--- config.mk ---
export PLATFORM = sky130hd
export DESIGN_NAME = tmda_front
export DESIGN_NICKNAME = d
export VERILOG_FILES = /design/src/sv/tmda_pkg.sv /design/src/sv/tmda_front.sv
export SDC_FILE = /design/constraint.sdc
export NUM_CORES = 1
export LEC_CHECK = 0
export BUFFER_PORTS_ARGS = -buffer_cell sky130_fd_sc_hd__buf_2
export CAP_MARGIN = 20
export CORE_MARGIN = 1.5
export CORE_UTILIZATION = 38
export DETAILED_ROUTE_END_ITERATION = 7
export PLACE_DENSITY = 0.84
export SLEW_MARGIN = 20
export SYNTH_ARGS = -nofsm -noshare
export SYNTH_HDL_FRONTEND = slang
export SYNTH_SLANG_ARGS = --single-unit
export TNS_END_PERCENT = 1
--- constraint.sdc ---
create_clock -name vclk -period 3.4
set_input_delay 0.34 -clock vclk [all_inputs]
set_output_delay 0.34 -clock vclk [all_outputs]
set_load 0.02 [all_outputs]
--- src/sv/tmda_pkg.sv ---
// Shared types, constants and the color palette of the text-mode display adapter.
`timescale 1ns / 1ps

package tmda_pkg;

  // Text buffer window and geometry
  localparam int unsigned TEXT_BYTES  = 4096;
  localparam int unsigned COLUMNS     = 80;
  localparam int unsigned ROWS        = 25;
  localparam int unsigned GLYPHS      = 256;

  localparam int unsigned TEXT_AW     = $clog2(TEXT_BYTES);
  localparam int unsigned BANK_DEPTH  = (TEXT_BYTES + 1) / 2;
  localparam int unsigned BANK_AW     = $clog2(BANK_DEPTH);
  localparam int unsigned GLYPH_ROWS  = GLYPHS * 8;
  localparam int unsigned GLYPH_AW    = $clog2(GLYPH_ROWS);
  localparam int unsigned CELL_W      = 17;

  localparam logic [19:0] WIN_BASE    = 20'hb8000;
  localparam logic [19:0] STATUS_PORT = 20'h003da;
  localparam logic [15:0] STATUS_BITS = 16'h0009;

  // Command queue between front and back
  localparam int unsigned CQ_DEPTH    = 2;
  localparam int unsigned CQ_AW       = $clog2(CQ_DEPTH);
  localparam int unsigned CQ_CW       = $clog2(CQ_DEPTH + 1);

  typedef enum logic [2:0] {
    OP_RD_BYTE = 3'd0,
    OP_RD_WORD = 3'd1,
    OP_WR_BYTE = 3'd2,
    OP_WR_WORD = 3'd3,
    OP_PORT_RD = 3'd4,
    OP_RENDER  = 3'd5,
    OP_GLYPH   = 3'd6
  } op_e;

  // Classified command kinds
  typedef enum logic [2:0] {
    K_NONE,
    K_RD_BYTE,
    K_RD_WORD,
    K_WRITE,
    K_PORT,
    K_RENDER,
    K_GLYPH
  } kind_e;

  typedef enum logic [2:0] {
    ST_CLEAR,
    ST_IDLE,
    ST_EXEC,
    ST_TEXT,
    ST_GLYPH,
    ST_EMIT
  } state_e;

  typedef struct packed {
    kind_e                 kind;
    logic                  lo_odd;
    logic [BANK_AW-1:0]    even_row;
    logic [BANK_AW-1:0]    odd_row;
    logic                  we_even;
    logic                  we_odd;
    logic [7:0]            wd_even;
    logic [7:0]            wd_odd;
    logic [GLYPH_AW-1:0]   glyph_addr;
    logic [7:0]            glyph_data;
    logic [2:0]            bit_idx;
    logic [2:0]            glyph_row;
    logic                  ch_oob;
    logic                  at_oob;
  } cmd_t;

  // Back-end status toward the top level
  typedef struct packed {
    logic clearing;
    logic emit;
  } back_stat_t;

  function automatic logic [23:0] palette_bgr(input logic [3:0] idx);
    logic [23:0] c;
    unique case (idx)
      4'h0: c = 24'h000000;
      4'h1: c = 24'haa0000;
      4'h2: c = 24'h00aa00;
      4'h3: c = 24'haaaa00;
      4'h4: c = 24'h0000aa;
      4'h5: c = 24'haa00aa;
      4'h6: c = 24'h0055aa;
      4'h7: c = 24'haaaaaa;
      4'h8: c = 24'h555555;
      4'h9: c = 24'hff5555;
      4'ha: c = 24'h55ff55;
      4'hb: c = 24'hffff55;
      4'hc: c = 24'h5555ff;
      4'hd: c = 24'hff55ff;
      4'he: c = 24'h55ffff;
      4'hf: c = 24'hffffff;
      default: c = 24'h000000;
    endcase
    return c;
  endfunction

endpackage

--- src/sv/tmda_front.sv ---
// Front end: accepts input beats and classifies them into back-end commands.
`timescale 1ns / 1ps

module tmda_front import tmda_pkg::*; (
  input  logic        push_i,
  input  logic [2:0]  opcode_i,
  input  logic [19:0] address_i,
  input  logic [15:0] write_data_i,
  input  logic [9:0]  pixel_x_i,
  input  logic [7:0]  pixel_y_i,
  input  logic        cq_full_i,
  input  logic        clearing_i,
  output logic        full_o,
  output logic        cq_push_o,
  output cmd_t        cmd_o
);

  logic [19:0]       off20;
  logic              above;
  logic              win1;
  logic              win2;
  logic [6:0]        col;
  logic [4:0]        row;
  logic              on_screen;
  logic [CELL_W-1:0] cell_off;
  logic [TEXT_AW-1:0] off_sel;
  logic              is_render;
  logic              is_word;
  logic              lo;

  // Hold off input while the queue is full or the text buffer is being cleared
  assign full_o    = cq_full_i | clearing_i;
  assign cq_push_o = push_i & ~full_o;

  // Window checks for byte and word accesses
  assign off20 = address_i - WIN_BASE;
  assign above = address_i >= WIN_BASE;
  assign win1  = above && (off20 < 20'(TEXT_BYTES));
  assign win2  = above && (off20 < 20'(TEXT_BYTES - 1));

  // Cell lookup for a render request
  assign col       = pixel_x_i[9:3];
  assign row       = pixel_y_i[7:3];
  assign on_screen = ({3'b000, col} < 10'(COLUMNS)) && ({3'b000, row} < 8'(ROWS));
  assign cell_off  = CELL_W'(row) * CELL_W'(2 * COLUMNS) + CELL_W'({col, 1'b0});

  assign is_render = op_e'(opcode_i) == OP_RENDER;
  assign is_word   = op_e'(opcode_i) == OP_WR_WORD;
  assign off_sel   = is_render ? cell_off[TEXT_AW-1:0] : off20[TEXT_AW-1:0];
  assign lo        = off_sel[0];

  // Split the byte offset over the even and odd banks
  always_comb begin
    cmd_o            = '0;
    cmd_o.kind       = K_NONE;
    cmd_o.lo_odd     = lo;
    cmd_o.odd_row    = BANK_AW'(off_sel[TEXT_AW-1:1]);
    cmd_o.even_row   = BANK_AW'(off_sel[TEXT_AW-1:1]) + BANK_AW'(lo);
    cmd_o.we_even    = is_word | ~lo;
    cmd_o.we_odd     = is_word | lo;
    cmd_o.wd_even    = lo ? write_data_i[15:8] : write_data_i[7:0];
    cmd_o.wd_odd     = lo ? write_data_i[7:0]  : write_data_i[15:8];
    cmd_o.glyph_addr = address_i[GLYPH_AW-1:0];
    cmd_o.glyph_data = write_data_i[7:0];
    cmd_o.bit_idx    = pixel_x_i[2:0];
    cmd_o.glyph_row  = pixel_y_i[2:0];
    cmd_o.ch_oob     = cell_off >= CELL_W'(TEXT_BYTES);
    cmd_o.at_oob     = cell_off >= CELL_W'(TEXT_BYTES - 1);

    unique case (op_e'(opcode_i))
      OP_RD_BYTE: cmd_o.kind = win1 ? K_RD_BYTE : K_NONE;
      OP_RD_WORD: cmd_o.kind = win2 ? K_RD_WORD : K_NONE;
      OP_WR_BYTE: cmd_o.kind = win1 ? K_WRITE : K_NONE;
      OP_WR_WORD: cmd_o.kind = win2 ? K_WRITE : K_NONE;
      OP_PORT_RD: cmd_o.kind = (address_i == STATUS_PORT) ? K_PORT : K_NONE;
      OP_RENDER:  cmd_o.kind = on_screen ? K_RENDER : K_NONE;
      OP_GLYPH:   cmd_o.kind = (address_i < 20'(GLYPH_ROWS)) ? K_GLYPH : K_NONE;
      default:    cmd_o.kind = K_NONE;
    endcase
  end

endmodule

==> flow_metrics.env <==
export IMPL_clkbuf_count=0
export IMPL_hp_start="pixel_y_i[1]"
export IMPL_multi_input_area_mm2=0.00110
export IMPL_first_global_vias=1535
export IMPL_seq_cell_count=0
export IMPL_regArea_um2=0
export IMPL_yosysWarnings=0
export IMPL_final_net_count=342
export IMPL_layout_drive_gt1_share_pct=59.0
export IMPL_tightest_slew_ns=0.351
export IMPL_boundaryPins=133
export IMPL_end_kind="primary output"
export IMPL_drt_vias_per_instance=5.04
export IMPL_grt_first_pass_wirelength_mm=6.73
export IMPL_fmax_mhz=325
export IMPL_synth_xor_xnor_area_share_pct=10.4
export IMPL_crit_start="pixel_y_i[4]"
export IMPL_drv_slew=0
export IMPL_cp_num_buf_inv=2
export IMPL_die_h_um=62.7
export IMPL_drtIter0Drc=43
export IMPL_start_util_pct=40.2
export IMPL_row_count=21
export IMPL_grt_overflow=0
export IMPL_final_common_cell="buf_2"
export IMPL_cts_resized=0
export IMPL_power_density_mw_per_mm2=187
export IMPL_relSlewSlack_pct=76.4
export IMPL_syn_inst=172
export IMPL_nFillCells=352
export IMPL_synth_adder_area_share_pct=14.1
export IMPL_ys_seq_area_share_pct=0
export IMPL_cp_required_ns=3.06
export IMPL_synth_top_family_by_area="simple AND/OR/NAND/NOR gates"
export IMPL_max_stage_delay_ns=0.54
export IMPL_syn_nets=246
export IMPL_cp_slowest_cell="fa_1"
export IMPL_hold_class="primary input to primary output"
export IMPL_crit_path_start_kind="primary input"
export IMPL_synth_simple_area_share_pct=23.0
export IMPL_wl_mm=4.03
export IMPL_die_area_mm2=0.00393
export IMPL_outcome="complete, no violations"
export IMPL_vias=1572
export IMPL_post_route_period_util_pct=90.6
export IMPL_io_buffer_count=121
export IMPL_avgRoutedWirePerCell_um=12.9
export IMPL_crit_family="adder cells"
export IMPL_synth_area_mm2=0.00135
export IMPL_cellLeakagePower_nw=0.998
export IMPL_setup_viol=0
export IMPL_num_antenna_cells=0
export IMPL_synth_mux_area_fraction_pct=20.0
export IMPL_ir_drop_uv=74.9
export IMPL_hpwl_mm=3.56
export IMPL_grt_setup_unrepaired="no"
export IMPL_critPathKind="primary input to primary output"
export IMPL_fin_crit_ns=3.08
export IMPL_grt_max_degree=17
export IMPL_total_power_mw=0.338
export IMPL_hold_viol_final=0
export IMPL_synth_compound_area_share_pct=13.8
export IMPL_antenna_found_initial=0
export IMPL_crit_fanout=4
export IMPL_post_cts_buffers=0
export IMPL_crit_chain="buf_2 -> ha_1 -> ha_1 -> fa_1 -> nand2_1 -> or3_4 -> xor2_1 -> o21ai_2 -> nand4_1 -> xnor2_1 -> buf_2"
export IMPL_cap_violations=0
export IMPL_core_mm2=0.00336
export IMPL_ant_nets=0
export IMPL_worstPathArrival_ns=2.74
export IMPL_tns_ns=0
export IMPL_grt_usage_pct=20.0
export IMPL_min_to="cmd_o[3]"
export IMPL_synthDistinctLibCells=45
export IMPL_place_congestion=0.793
export IMPL_die_x_um=62.7
export IMPL_final_cell_mix="121 x buf_2, 18 x mux2_2, 18 x nand2_1"
export IMPL_drc_errors=0
export IMPL_min_path_cells=0
export IMPL_cts_hold_buf=0
export IMPL_syn_to_final_growth_pct=33.9
export IMPL_synth_area_per_cell_um2=7.86
export IMPL_dr_pass1_iters=4
[cells by family after synthesis]
| kind of cell | count (synthesis) |
|---|---|
| fa+ha+maj | 14 |
| compound gates | 27 |
| simple gates | 54 |
| buf+inv | 38 |
| mux | 23 |
| xor+xnor | 16 |
[area by class of cell]
type	instances	area share [%]
timing repair buffer	123	34.3
tap	46	3.18
inverter	9	1.87
multi-input combinational	134	60.7
[power by group]
part / internal (mW) / switching, mW
combinational: 0.135 / 0.202
clock: 0 / 0
sequential: 0 / 0
[synthesized netlist by cell type, types with 2 or more instances]
library cell   n  share of area, %
nor3_1         2              0.74
o21ai_2        4               2.6
inv_1          9               2.5
ha_1          12                11
nand2_1       18               5.0
nand4_1        2              0.92
buf_6          2               1.7
xnor2_1        9               5.8
nand2b_1       2              0.92
nand3_1        5               1.8
buf_4         25                14
mux2i_1        3               2.2
a221o_1        2               1.5
mux2_2        18                15
xor2_1         7               4.5
buf_2          2              0.74
a21oi_1        5               1.8
o21ai_0        8               3.0
nor2_1         7               1.9
nor4_1         3               1.4
and3_1         2              0.92
fa_1           2               3.0
[through the flow]
stage               instance area, um^2  utilization [%]  hold slack (ns)  cells  setup WS, ns
floorplan                          1350                -            0.793    172         0.281
global placement                   1810             53.8            0.680    312         0.366
detailed placement                 1810             53.8            0.680    312         0.308
CTS                                1810             53.8            0.680    312         0.310
global route                       1810             53.8            0.680    312         0.208
finish                             1810             53.8            0.680    312         0.321
[per-layer routing]
layer	track usage [%]	share of wire (%)
met5	0	0
met3	1.08	5.5
met4	0.833	0.52
met2	41.3	55
met1	23.3	39
[worst max path at each step]
stage                           end  slack (ns)  cells after the start
after detailed placement  cmd_o[66]        0.31                     11
after floorplan           cmd_o[66]        0.28                      9
after global routing      cmd_o[66]        0.21                     11
after CTS                 cmd_o[66]        0.31                     11
after global placement    cmd_o[66]        0.37                     11
final                     cmd_o[66]        0.32                     11
No activity file was read; power rests on OpenSTA's default activity.
