<file path="config.mk">
export PLATFORM = sky130hd
export DESIGN_NAME = tmda_cmdq
export DESIGN_NICKNAME = d
export VERILOG_FILES = /design/src/sv/tmda_pkg.sv /design/src/sv/tmda_cmdq.sv
export SDC_FILE = /design/constraint.sdc
export NUM_CORES = 1
export LEC_CHECK = 0
export BUFFER_PORTS_ARGS = -buffer_cell sky130_fd_sc_hd__buf_4
export CAP_MARGIN = 0
export CELL_PAD_IN_SITES_DETAIL_PLACEMENT = 1
export CELL_PAD_IN_SITES_GLOBAL_PLACEMENT = 1
export CORE_ASPECT_RATIO = 0.9
export CORE_MARGIN = 3
export CORE_UTILIZATION = 30
export DETAILED_ROUTE_END_ITERATION = 8
export PLACE_DENSITY_LB_ADDON = 0.15
export SKIP_CTS_REPAIR_TIMING = 1
export SLEW_MARGIN = 25
export SYNTH_ARGS = -nofsm -noshare
export SYNTH_HDL_FRONTEND = slang
export SYNTH_SLANG_ARGS = --single-unit
</file>
<file path="constraint.sdc">
create_clock -name clk_i -period 11.7 [get_ports clk_i]
set_input_delay 2.34 -clock clk_i [delete_from_list [all_inputs] [get_ports clk_i]]
set_output_delay 2.34 -clock clk_i [all_outputs]
set_load 0.02 [all_outputs]
</file>
<file path="src/sv/tmda_pkg.sv">
// Shared types, constants and the color palette of the text-mode display adapter.
`timescale 1ns / 1ps

package tmda_pkg;

  // Text buffer window and geometry
  localparam int unsigned TEXT_BYTES  = 4096;
  localparam int unsigned COLUMNS     = 80;
  localparam int unsigned ROWS        = 25;
  localparam int unsigned GLYPHS      = 256;

  localparam int unsigned TEXT_AW     = $clog2(TEXT_BYTES);
  localparam int unsigned BANK_DEPTH  = (TEXT_BYTES + 1) / 2;
  localparam int unsigned BANK_AW     = $clog2(BANK_DEPTH);
  localparam int unsigned GLYPH_ROWS  = GLYPHS * 8;
  localparam int unsigned GLYPH_AW    = $clog2(GLYPH_ROWS);
  localparam int unsigned CELL_W      = 17;

  localparam logic [19:0] WIN_BASE    = 20'hb8000;
  localparam logic [19:0] STATUS_PORT = 20'h003da;
  localparam logic [15:0] STATUS_BITS = 16'h0009;

  // Command queue between front and back
  localparam int unsigned CQ_DEPTH    = 2;
  localparam int unsigned CQ_AW       = $clog2(CQ_DEPTH);
  localparam int unsigned CQ_CW       = $clog2(CQ_DEPTH + 1);

  typedef enum logic [2:0] {
    OP_RD_BYTE = 3'd0,
    OP_RD_WORD = 3'd1,
    OP_WR_BYTE = 3'd2,
    OP_WR_WORD = 3'd3,
    OP_PORT_RD = 3'd4,
    OP_RENDER  = 3'd5,
    OP_GLYPH   = 3'd6
  } op_e;

  // Classified command kinds
  typedef enum logic [2:0] {
    K_NONE,
    K_RD_BYTE,
    K_RD_WORD,
    K_WRITE,
    K_PORT,
    K_RENDER,
    K_GLYPH
  } kind_e;

  typedef enum logic [2:0] {
    ST_CLEAR,
    ST_IDLE,
    ST_EXEC,
    ST_TEXT,
    ST_GLYPH,
    ST_EMIT
  } state_e;

  typedef struct packed {
    kind_e                 kind;
    logic                  lo_odd;
    logic [BANK_AW-1:0]    even_row;
    logic [BANK_AW-1:0]    odd_row;
    logic                  we_even;
    logic                  we_odd;
    logic [7:0]            wd_even;
    logic [7:0]            wd_odd;
    logic [GLYPH_AW-1:0]   glyph_addr;
    logic [7:0]            glyph_data;
    logic [2:0]            bit_idx;
    logic [2:0]            glyph_row;
    logic                  ch_oob;
    logic                  at_oob;
  } cmd_t;

  // Back-end status toward the top level
  typedef struct packed {
    logic clearing;
    logic emit;
  } back_stat_t;

  function automatic logic [23:0] palette_bgr(input logic [3:0] idx);
    logic [23:0] c;
    unique case (idx)
      4'h0: c = 24'h000000;
      4'h1: c = 24'haa0000;
      4'h2: c = 24'h00aa00;
      4'h3: c = 24'haaaa00;
      4'h4: c = 24'h0000aa;
      4'h5: c = 24'haa00aa;
      4'h6: c = 24'h0055aa;
      4'h7: c = 24'haaaaaa;
      4'h8: c = 24'h555555;
      4'h9: c = 24'hff5555;
      4'ha: c = 24'h55ff55;
      4'hb: c = 24'hffff55;
      4'hc: c = 24'h5555ff;
      4'hd: c = 24'hff55ff;
      4'he: c = 24'h55ffff;
      4'hf: c = 24'hffffff;
      default: c = 24'h000000;
    endcase
    return c;
  endfunction

endpackage

</file>
<file path="src/sv/tmda_cmdq.sv">
// Short command queue between the front end and the back end.
`timescale 1ns / 1ps

module tmda_cmdq import tmda_pkg::*; (
  input  logic clk_i,
  input  logic rst_ni,
  input  logic push_i,
  input  cmd_t cmd_i,
  input  logic pop_i,
  output cmd_t cmd_o,
  output logic full_o,
  output logic empty_o
);

  cmd_t             ent_q [CQ_DEPTH];
  logic [CQ_AW-1:0] wr_ptr_q, wr_ptr_d;
  logic [CQ_AW-1:0] rd_ptr_q, rd_ptr_d;
  logic [CQ_CW-1:0] cnt_q, cnt_d;
  logic             do_push;
  logic             do_pop;

  assign full_o  = cnt_q == CQ_CW'(CQ_DEPTH);
  assign empty_o = cnt_q == '0;
  assign do_push = push_i & ~full_o;
  assign do_pop  = pop_i & ~empty_o;
  assign cmd_o   = ent_q[rd_ptr_q];

  // Advance pointers with wrap and track the fill level
  always_comb begin
    wr_ptr_d = wr_ptr_q;
    rd_ptr_d = rd_ptr_q;
    cnt_d    = cnt_q;
    if (do_push) begin
      wr_ptr_d = (wr_ptr_q == CQ_AW'(CQ_DEPTH - 1)) ? '0 : wr_ptr_q + 1'b1;
    end
    if (do_pop) begin
      rd_ptr_d = (rd_ptr_q == CQ_AW'(CQ_DEPTH - 1)) ? '0 : rd_ptr_q + 1'b1;
    end
    if (do_push && !do_pop) begin
      cnt_d = cnt_q + 1'b1;
    end else if (do_pop && !do_push) begin
      cnt_d = cnt_q - 1'b1;
    end
  end

  always_ff @(posedge clk_i or negedge rst_ni) begin
    if (!rst_ni) begin
      wr_ptr_q <= '0;
      rd_ptr_q <= '0;
      cnt_q    <= '0;
    end else begin
      wr_ptr_q <= wr_ptr_d;
      rd_ptr_q <= rd_ptr_d;
      cnt_q    <= cnt_d;
    end
  end

  // Store the pushed command
  always_ff @(posedge clk_i) begin
    if (do_push) begin
      ent_q[wr_ptr_q] <= cmd_i;
    end
  end

endmodule

</file>
==> results of run 1 <==
-- state kept, by name (all words and copies together), names as in the netlist --
signal    cells
ent_q       142
cnt_q         2
wr_ptr_q      1
rd_ptr_q      1
-- kinds of logic after synthesis --
logic type	Yosys count	synth area share
simple gates	6	0.00486
flops	146	0.770
compound gates	1	0.000882
xor+xnor	5	0.00772
fa+ha+maj	1	0.00221
mux	71	0.187
buf+inv	10	0.0280
-- metal layers --
metal,wire [µm],share of wire,up-vias
met5,0,0,-
met4,128,0.012,0
met3,1290,0.12,12
met2,4990,0.45,106
met1,4640,0.42,1318
li1,-,-,1274
-- worst max path at each step --
stage	depth (start not counted)	start	endpoint	slack (ns)
floorplan	2	push_i	ent_q[0][0]	5.81
global route	3	rd_ptr_q	cmd_o[15]	6.67
global placement	3	rd_ptr_q	cmd_o[15]	7.20
detailed placement	3	rd_ptr_q	cmd_o[15]	7.18
finish	3	rd_ptr_q	cmd_o[15]	6.80
CTS	3	rd_ptr_q	cmd_o[15]	6.72
-- cells in the mapped netlist --
master      n
and3_1      1
buf_12      7
buf_6       1
dfrtp_1     4
edfxtp_1  142
ha_1        1
inv_1       2
mux2_2      2
mux2_4     69
nand2_1     1
nand2b_1    1
nor2_1      3
o21ai_1     1
xnor2_1     3
xor2_1      2
-- stage by stage --
step                      instance area (µm²)  hold slack [ns]   util
after floorplan                          5670            0.461      -
after CTS                                7540            0.533  0.408
after global placement                   6960            0.505  0.377
final                                    7540            0.531  0.408
after detailed placement                 6980            0.524  0.378
after global routing                     7540            0.561  0.408
-- final cells by class --
cell class | instances | area [µm²] | area share
sequential | 146 | 4370 | 0.579
multi-input combinational | 84 | 1160 | 0.154
timing repair buffer | 150 | 1140 | 0.151
clock buffer | 18 | 429 | 0.0569
tap | 245 | 307 | 0.0406
clock inverter | 14 | 129 | 0.0171
inverter | 2 | 7.51 | 0.000995
-- power by group --
part / internal (mW) / switching, mW
Combinational: 0.358 / 0.361
Clock: 0.294 / 0.210
Sequential: 0.717 / 0.0577
Total: 1.37 / 0.629
-- worst max-delay path: cells and delay by family (launching register included) --
family,cells,cell delay (ns)
multiplexers,1,0.37
flip-flops,1,0.77
buffers and inverters,2,0.95
==> flow_summary.yaml, run 1 <==
run:
  cap_violations: 0
floorplanning:
  fp.coreArea_um2: 18500
  io-pin-count: 148
  die_width_um: 151
  rows: 47
  dieArea_um2: 20600
  die_y_um: 136
  start_util: 0.307
grt:
  antenna_found_initial: 0
  grtUsageTotal: 0.109
  grt_pass1_wl_um: 16400
  busiest_layer: "met2"
  overflow: 0
  grt_use_met3: 0.0627
  gr-usage-met2: 0.157
  grtUsageMet1: 0.135
  grt_pass1_vias: 2884
  grt_max_degree: 72
final_layout:
  layout_common_cells: "buf_4 (148), edfxtp_1 (142), mux2_4 (69), clkbuf_16 (17)"
  antenna_cells: 0
  syn_to_final_growth_pct: 33.0
  nets: 477
  num-fill-cells: 1812
  drive_gt1_frac: 0.614
  final_common_cell: "buf_4"
  instances_no_fill: 659
sta:
  rsz0062_at_grt: "false"
  slew_headroom: 0.410
  max_slew.worst_pin.slew_ns: 0.885
  hold_viol: 0
  min_period_ns: 4.90
  drv_slew: 0
  skew_ns: 0.00831
  fin_tns_setup_ns: 0
  report.final.setup_viol: 0
  fin_crit_sh: 0.418
  fmax_ghz: 0.204
  setup_ws_ns: 6.80
cts:
  path_clk_slew_ns: 0.06
  cts-root-buf: "clkbuf_16"
  cts_sinks: 146
  htreeDepth: 4
  insertion_delay_ns: 0.41
  ctsLongestPathBuffers: 2
  cts_tree: "yes"
  cts_buffers: 17
place:
  placed_cells: 627
  portBuffers: 147
  post-place-ws_ns: 7.18
  dp_hpwl_um: 7240
  gp_congestion: 0.691
critical_path:
  worstPathCellList: "buf_4 -> mux2_4 -> buf_4"
  ff2ff_path_depth: 2
  start_kind: "flip-flop"
  cp.required_ns: 9.36
  r2r_start: "rd_ptr_q"
  crit_top_cell: "buf_4"
  cpMaxStageDelayCell: "buf_4"
  r2r_slack_ns: 9.77
  critPathArrivalTime_ns: 2.56
  critPathMaxStageDelay_ns: 0.79
  crit-reg2reg-capture: "rd_ptr_q"
  cp-end-kind: "output pin"
  path_class: "reg -> out"
  cp_max_fo: 45
power:
  cellPowerDensity_nw_per_um2: 265
  power_leakage_nw: 2.98
  ir_worst_vdd_uv: 105
  power_mw: 2.00
detailed_routing:
  route.detailed.drc: 0
  wl_per_cell_um: 16.8
  first_pass_iters: 4
  vias_per_cell: 4.11
  drt_wl_total_um: 11000
  initialDrtViolationCount: 98
  vias: 2710
  ant_nets: 0
logic_synthesis:
  avgSynthCellArea_um2: 23.6
  yosys-top-cells-area: "edfxtp_1 (75%), mux2_4 (18%), buf_12 (2.5%), dfrtp_1 (1.8%), xnor2_1 (0.46%)"
  syn_inst: 240
  seq_area_frac_synth: 0.770
  syn_nets: 316
  yosys_warnings: 0
  ys_ff_latch: 146
  synth.cell_area_um2: 5670
  synth.distinct_cells: 15
  synth_top_cell_area_share: 0.752
  synth_top_area_cell: "edfxtp_1"
worst_hold_path:
  worstHoldPathCells: 1
  hold_end: "cnt_q[1]"
  worstHoldStart: "cnt_q[1]"
  hold_path.class: "reg -> reg"
outcome:
  outcome: "complete, no violations"
(Power assumes the default switching activity.)
==> inputs of run 2 (changes only) <==
ABC_AREA = 1   (was not set)
clock period = 4.2 ns   (was 11.7 ns; I/O delays follow)
==> flow_summary.yaml, run 2 <==
floorplanning:
  die_width_um: 155
  start_util: 0.310
  die_y_um: 140
  fp.coreArea_um2: 19500
  rows: 48
  dieArea_um2: 21800
  io-pin-count: 148
detailed_routing:
  vias: 3456
  first_pass_iters: 4
  initialDrtViolationCount: 191
  route.detailed.drc: 0
  wl_per_cell_um: 15.8
  top_layer: "met4"
  wl_met1_um: 5420
  met2RoutedLength_um: 6660
  drt_wl_total_um: 13000
  wl_met3_um: 784
  vias_per_cell: 4.21
  ant_nets: 0
final_layout:
  largest_register: "ent_q"
  stdcell_area_um2: 7900
  syn_to_final_growth_pct: 31.0
  antenna_cells: 0
  largest_reg_flops: 142
  nets: 634
  drive_gt1_frac: 0.450
  layout_common_cells: "nand2_1 (152), buf_4 (152), edfxtp_1 (142), nand2_4 (70), clkbuf_16 (17)"
  top_regs: "ent_q: 142 flops, cnt_q: 2 flops"
critical_path:
  r2r_start: "cnt_q[0]"
  cp-end-kind: "output pin"
  crit-reg2reg-capture: "ent_q[0][5]"
  ff2ff_path_depth: 5
  cpMaxStageDelayCell: "buf_4"
  r2r_slack_ns: 1.91
  critPathArrivalTime_ns: 2.03
  path_class: "reg -> out"
  cp_max_fo: 72
  critPathMaxStageDelay_ns: 0.71
  critPathTopFamily: "buffers and inverters"
  cp.required_ns: 3.36
  crit_buf_inv: 2
  worstPathCellList: "buf_4 -> nand2_1 -> nand2_1 -> buf_4"
  start_kind: "flip-flop"
cts:
  path_clk_slew_ns: 0.06
  cts-root-buf: "clkbuf_16"
  htreeDepth: 4
  cts_sinks: 146
  insertion_delay_ns: 0.42
  cts_tree: "yes"
  ctsLongestPathBuffers: 2
  cts_buffers: 17
sta:
  fmax_ghz: 0.348
  hold_viol: 0
  fin_tns_setup_ns: 0
  skew_ns: 0.00532
  min_period_ns: 2.87
  report.final.setup_viol: 0
  fin_crit_sh: 0.684
  slew_headroom: 0.390
  rsz0062_at_grt: "false"
  drv_slew: 0
  max_slew.worst_pin.slew_ns: 0.914
logic_synthesis:
  synth-main-ff-cell: "edfxtp_1"
  yosys_warnings: 0
  synth_top_area_cell: "edfxtp_1"
  avgSynthCellArea_um2: 15.0
  seq_area_frac_synth: 0.724
  synth_top_cell_area_share: 0.707
  synth.cell_area_um2: 6030
  synth_edf_count: 142
  synth_commonest_cells: "nand2_1 (152), edfxtp_1 (142), nand2_4 (70)"
  synth.distinct_cells: 20
  syn_inst: 402
  yosys-top-cells-area: "edfxtp_1 (71%), nand2_4 (13%), nand2_1 (9.5%), buf_12 (2.3%), dfrtp_1 (1.7%)"
  syn_nets: 478
  yosysMostFrequentCell: "nand2_1"
  ys_ff_latch: 146
  synthArstFlopShare: 0.0274
grt:
  grtUsageTotal: 0.123
  grt_pass1_wl_um: 20400
  grt_pass1_vias: 3833
  overflow: 0
  antenna_found_initial: 0
  grt_max_degree: 73
power:
  power_leakage_nw: 3.40
  ir_worst_vdd_uv: 658
  cellPowerDensity_nw_per_um2: 764
worst_hold_path:
  hold_path.class: "in -> async"
place:
  gp_congestion: 0.743
  portBuffers: 147
  dp_hpwl_um: 8270
  placedInstanceArea_um2: 7300
outcome:
  outcome: "complete, no violations"
run:
  cap_violations: 0
run 2: worst max-delay path by stage:
stage	startpoint	to	slack (ns)	cells past startpoint
2_1_floorplan	push_i	ent_q[1][0]	1.01	2
3_3_place_gp	push_i	ent_q[0][10]	1.47	6
3_5_place_dp	push_i	ent_q[0][16]	1.42	6
4_1_cts	rd_ptr_q	cmd_o[8]	1.26	4
5_1_grt	rd_ptr_q	cmd_o[49]	1.18	4
6_report	rd_ptr_q	cmd_o[8]	1.33	4
run 2: routing by layer:
metal  vias up  track usage
met2        87        0.208
met1      1694        0.147
met3         8       0.0451
met4         0       0.0359
li1       1667            -
met5         -            0
run 2: cell type report:
class                           count  area, µm²
Inverter                            8       43.8
Clock inverter                     14        163
Sequential cell                   146       4370
Multi-Input combinational cell    233       1440
Timing Repair Buffer              152       1140
Fill cell                        2074      11600
Clock buffer                       18        429
Tap cell                          250        313
run 2: worst reg2reg max path, cell delays in order (launching register included):
cell	delay, ns
dfrtp_1	0.46
nor2_2	0.21
nor2_4	0.05
nand2_1	0.09
clkinv_2	0.71
buf_4	0.52
run 2: power by group:
part	internal, mW	switching [mW]
sequential	2.00	0.160
clock	0.930	0.585
combinational	0.838	1.52
run 2: through the flow:
step | hold WS (ns) | instances | total power [mW] | worst slack [ns] | util
finish | 0.212 | 821 | 6.03 | 1.33 | 0.406
global route | 0.184 | 821 | 6.39 | 1.18 | 0.406
CTS | 0.190 | 821 | 6.16 | 1.26 | 0.406
detailed placement | 0.478 | 789 | 4.63 | 1.42 | 0.375
global placement | 0.471 | 789 | 4.59 | 1.47 | 0.375
floorplan | 0.449 | 402 | 3.79 | 1.01 | -
run 2: kinds of logic (layout without fill, tap and decap cells):
kind of cell,Yosys count,after routing,share of synthesized area
compound gates,2,2,0.00166
xor+xnor,1,1,0.00145
fa+ha+maj,1,1,0.00207
buf+inv,23,192,0.0384
flops,146,146,0.724
simple gates,229,229,0.233
==> inputs of run 3 (changes only) <==
clock period = 3 ns   (was 4.2 ns; I/O delays follow)
==> flow_summary.yaml, run 3 (synthesized netlist as in run 2, its figures left out) <==
outcome:
  outcome: "complete, no violations"
place:
  placed_cells: 793
  gp_congestion: 0.696
  dp_hpwl_um: 8670
  post-place-ws_ns: 0.766
  portBuffers: 147
  placedInstanceArea_um2: 7360
critical_path:
  cp.required_ns: 2.40
  path_class: "reg -> out"
  cp_max_fo: 72
  critPathMaxStageDelay_ns: 0.68
  worstPathCellList: "buf_4 -> nand2_1 -> nand2_1 -> buf_4"
  critPathArrivalTime_ns: 1.97
  crit_buf_inv: 2
  start_kind: "flip-flop"
  r2r_start: "cnt_q[0]"
  cpMaxStageDelayCell: "buf_4"
  cp-startpoint: "rd_ptr_q"
  ff2ff_path_depth: 5
  cp-end-kind: "output pin"
  worstSetupPathDepth: 4
  critPathTopFamily: "buffers and inverters"
cts:
  ctsLongestPathBuffers: 2
  cts-root-buf: "clkbuf_16"
  insertion_delay_ns: 0.41
  cts_buffers: 17
  cts_sinks: 146
  cts_tree: "yes"
  path_clk_slew_ns: 0.07
  htreeDepth: 4
final_layout:
  drive_gt1_frac: 0.457
  nets: 639
  largest_register: "ent_q"
  stdcell_area_um2: 7950
  largest_reg_flops: 142
  instances_no_fill: 826
  layout_common_cells: "buf_4 (154), nand2_1 (152), edfxtp_1 (142), nand2_4 (70), clkbuf_16 (17)"
  final_common_cell: "buf_4"
  antenna_cells: 0
  syn_to_final_growth_pct: 31.9
  top_regs: "ent_q: 142 flops, cnt_q: 2 flops"
sta:
  slew_headroom: 0.440
  holdWs_ns: 0.368
  fin_tns_setup_ns: 0
  report.final.setup_viol: 0
  setup_ws_ns: 0.428
  max_slew.worst_pin.slew_ns: 0.841
  drv_slew: 0
  fin_crit_sh: 0.857
  min_period_ns: 2.57
  hold_viol: 0
  fmax_ghz: 0.389
  rsz0062_at_grt: "false"
  skew_ns: 0.00852
floorplanning:
  dieArea_um2: 21800
  rows: 48
  io-pin-count: 148
  start_util: 0.310
  die_y_um: 140
  fp.coreArea_um2: 19500
  die_width_um: 155
worst_hold_path:
  worstHoldStart: "cmd_i[32]"
  worstHoldPathCells: 1
  hold_path.class: "in -> reg"
detailed_routing:
  vias_per_cell: 4.19
  wl_per_cell_um: 16.1
  initialDrtViolationCount: 112
  first_pass_iters: 4
  route.detailed.drc: 0
  ant_nets: 0
  drt_wl_total_um: 13300
  vias: 3461
grt:
  grt_pass1_wl_um: 20700
  grtUsageTotal: 0.125
  overflow: 0
  antenna_found_initial: 0
  grt_max_degree: 73
  grt_pass1_vias: 3895
power:
  ir_worst_vdd_uv: 470
  power_leakage_nw: 3.43
  cellPowerDensity_nw_per_um2: 1060
run:
  cap_violations: 0
-- run 3: cell types whose count changed in the layout (fill, tap and decap cells not counted), sizes merged --
cell | previous run | this run
buf | 152 | 156
bufinv | 3 | 2
clkbuf | 18 | 17
clkinv | 6 | 8
dlygate4sd3 | 0 | 1
-- run 3: layout make-up --
cell class                 instances  area, µm²
multi-input combinational        233       1440
clock inverter                    15        159
sequential                       146       4370
timing repair buffer             157       1210
fill                            2023      11500
inverter                           8       43.8
clock buffer                      17        425
tap                              250        313
-- run 3: per-stage QoR --
stage	util	power (mW)
after floorplan	-	5.31
after global placement	0.378	6.48
after detailed placement	0.378	6.55
after CTS	0.408	8.66
after global routing	0.409	8.98
final	0.409	8.46
-- run 3: worst reg2reg max path: cells and delay by family (launching register included) --
kind / cells / cell delay, ns
buffers and inverters: 2 / 0.87
AND/OR/NAND/NOR: 3 / 0.36
flip-flops: 1 / 0.47
-- run 3: worst paths after layout --
check	endpoint	slack, ns
setup / recovery	cmd_o[20]	0.43
hold / removal	ent_q[1][32]	0.37
setup reg to reg	ent_q[0][25]	1.04
min in group asynchronous	cnt_q[0]	0.52
max in group asynchronous	rd_ptr_q	2.36
hold reg to reg	wr_ptr_q	0.50
-- run 3: power by group --
group / internal [mW] / total [mW] / switching [mW]
Sequential: 2.80 / 3.03 / 0.229
Clock: 1.23 / 2.07 / 0.844
Combinational: 1.21 / 3.36 / 2.14
Total: 5.24 / 8.46 / 3.22
-- run 3: metal layers --
layer | part of all wire | routed length, µm | track usage | up-vias
met2 | 0.51 | 6850 | 0.212 | 89
met5 | 0 | 0 | 0 | -
met1 | 0.41 | 5420 | 0.147 | 1687
met3 | 0.071 | 939 | 0.0476 | 10
li1 | - | - | - | 1675
met4 | 0.0074 | 98 | 0.0373 | 0
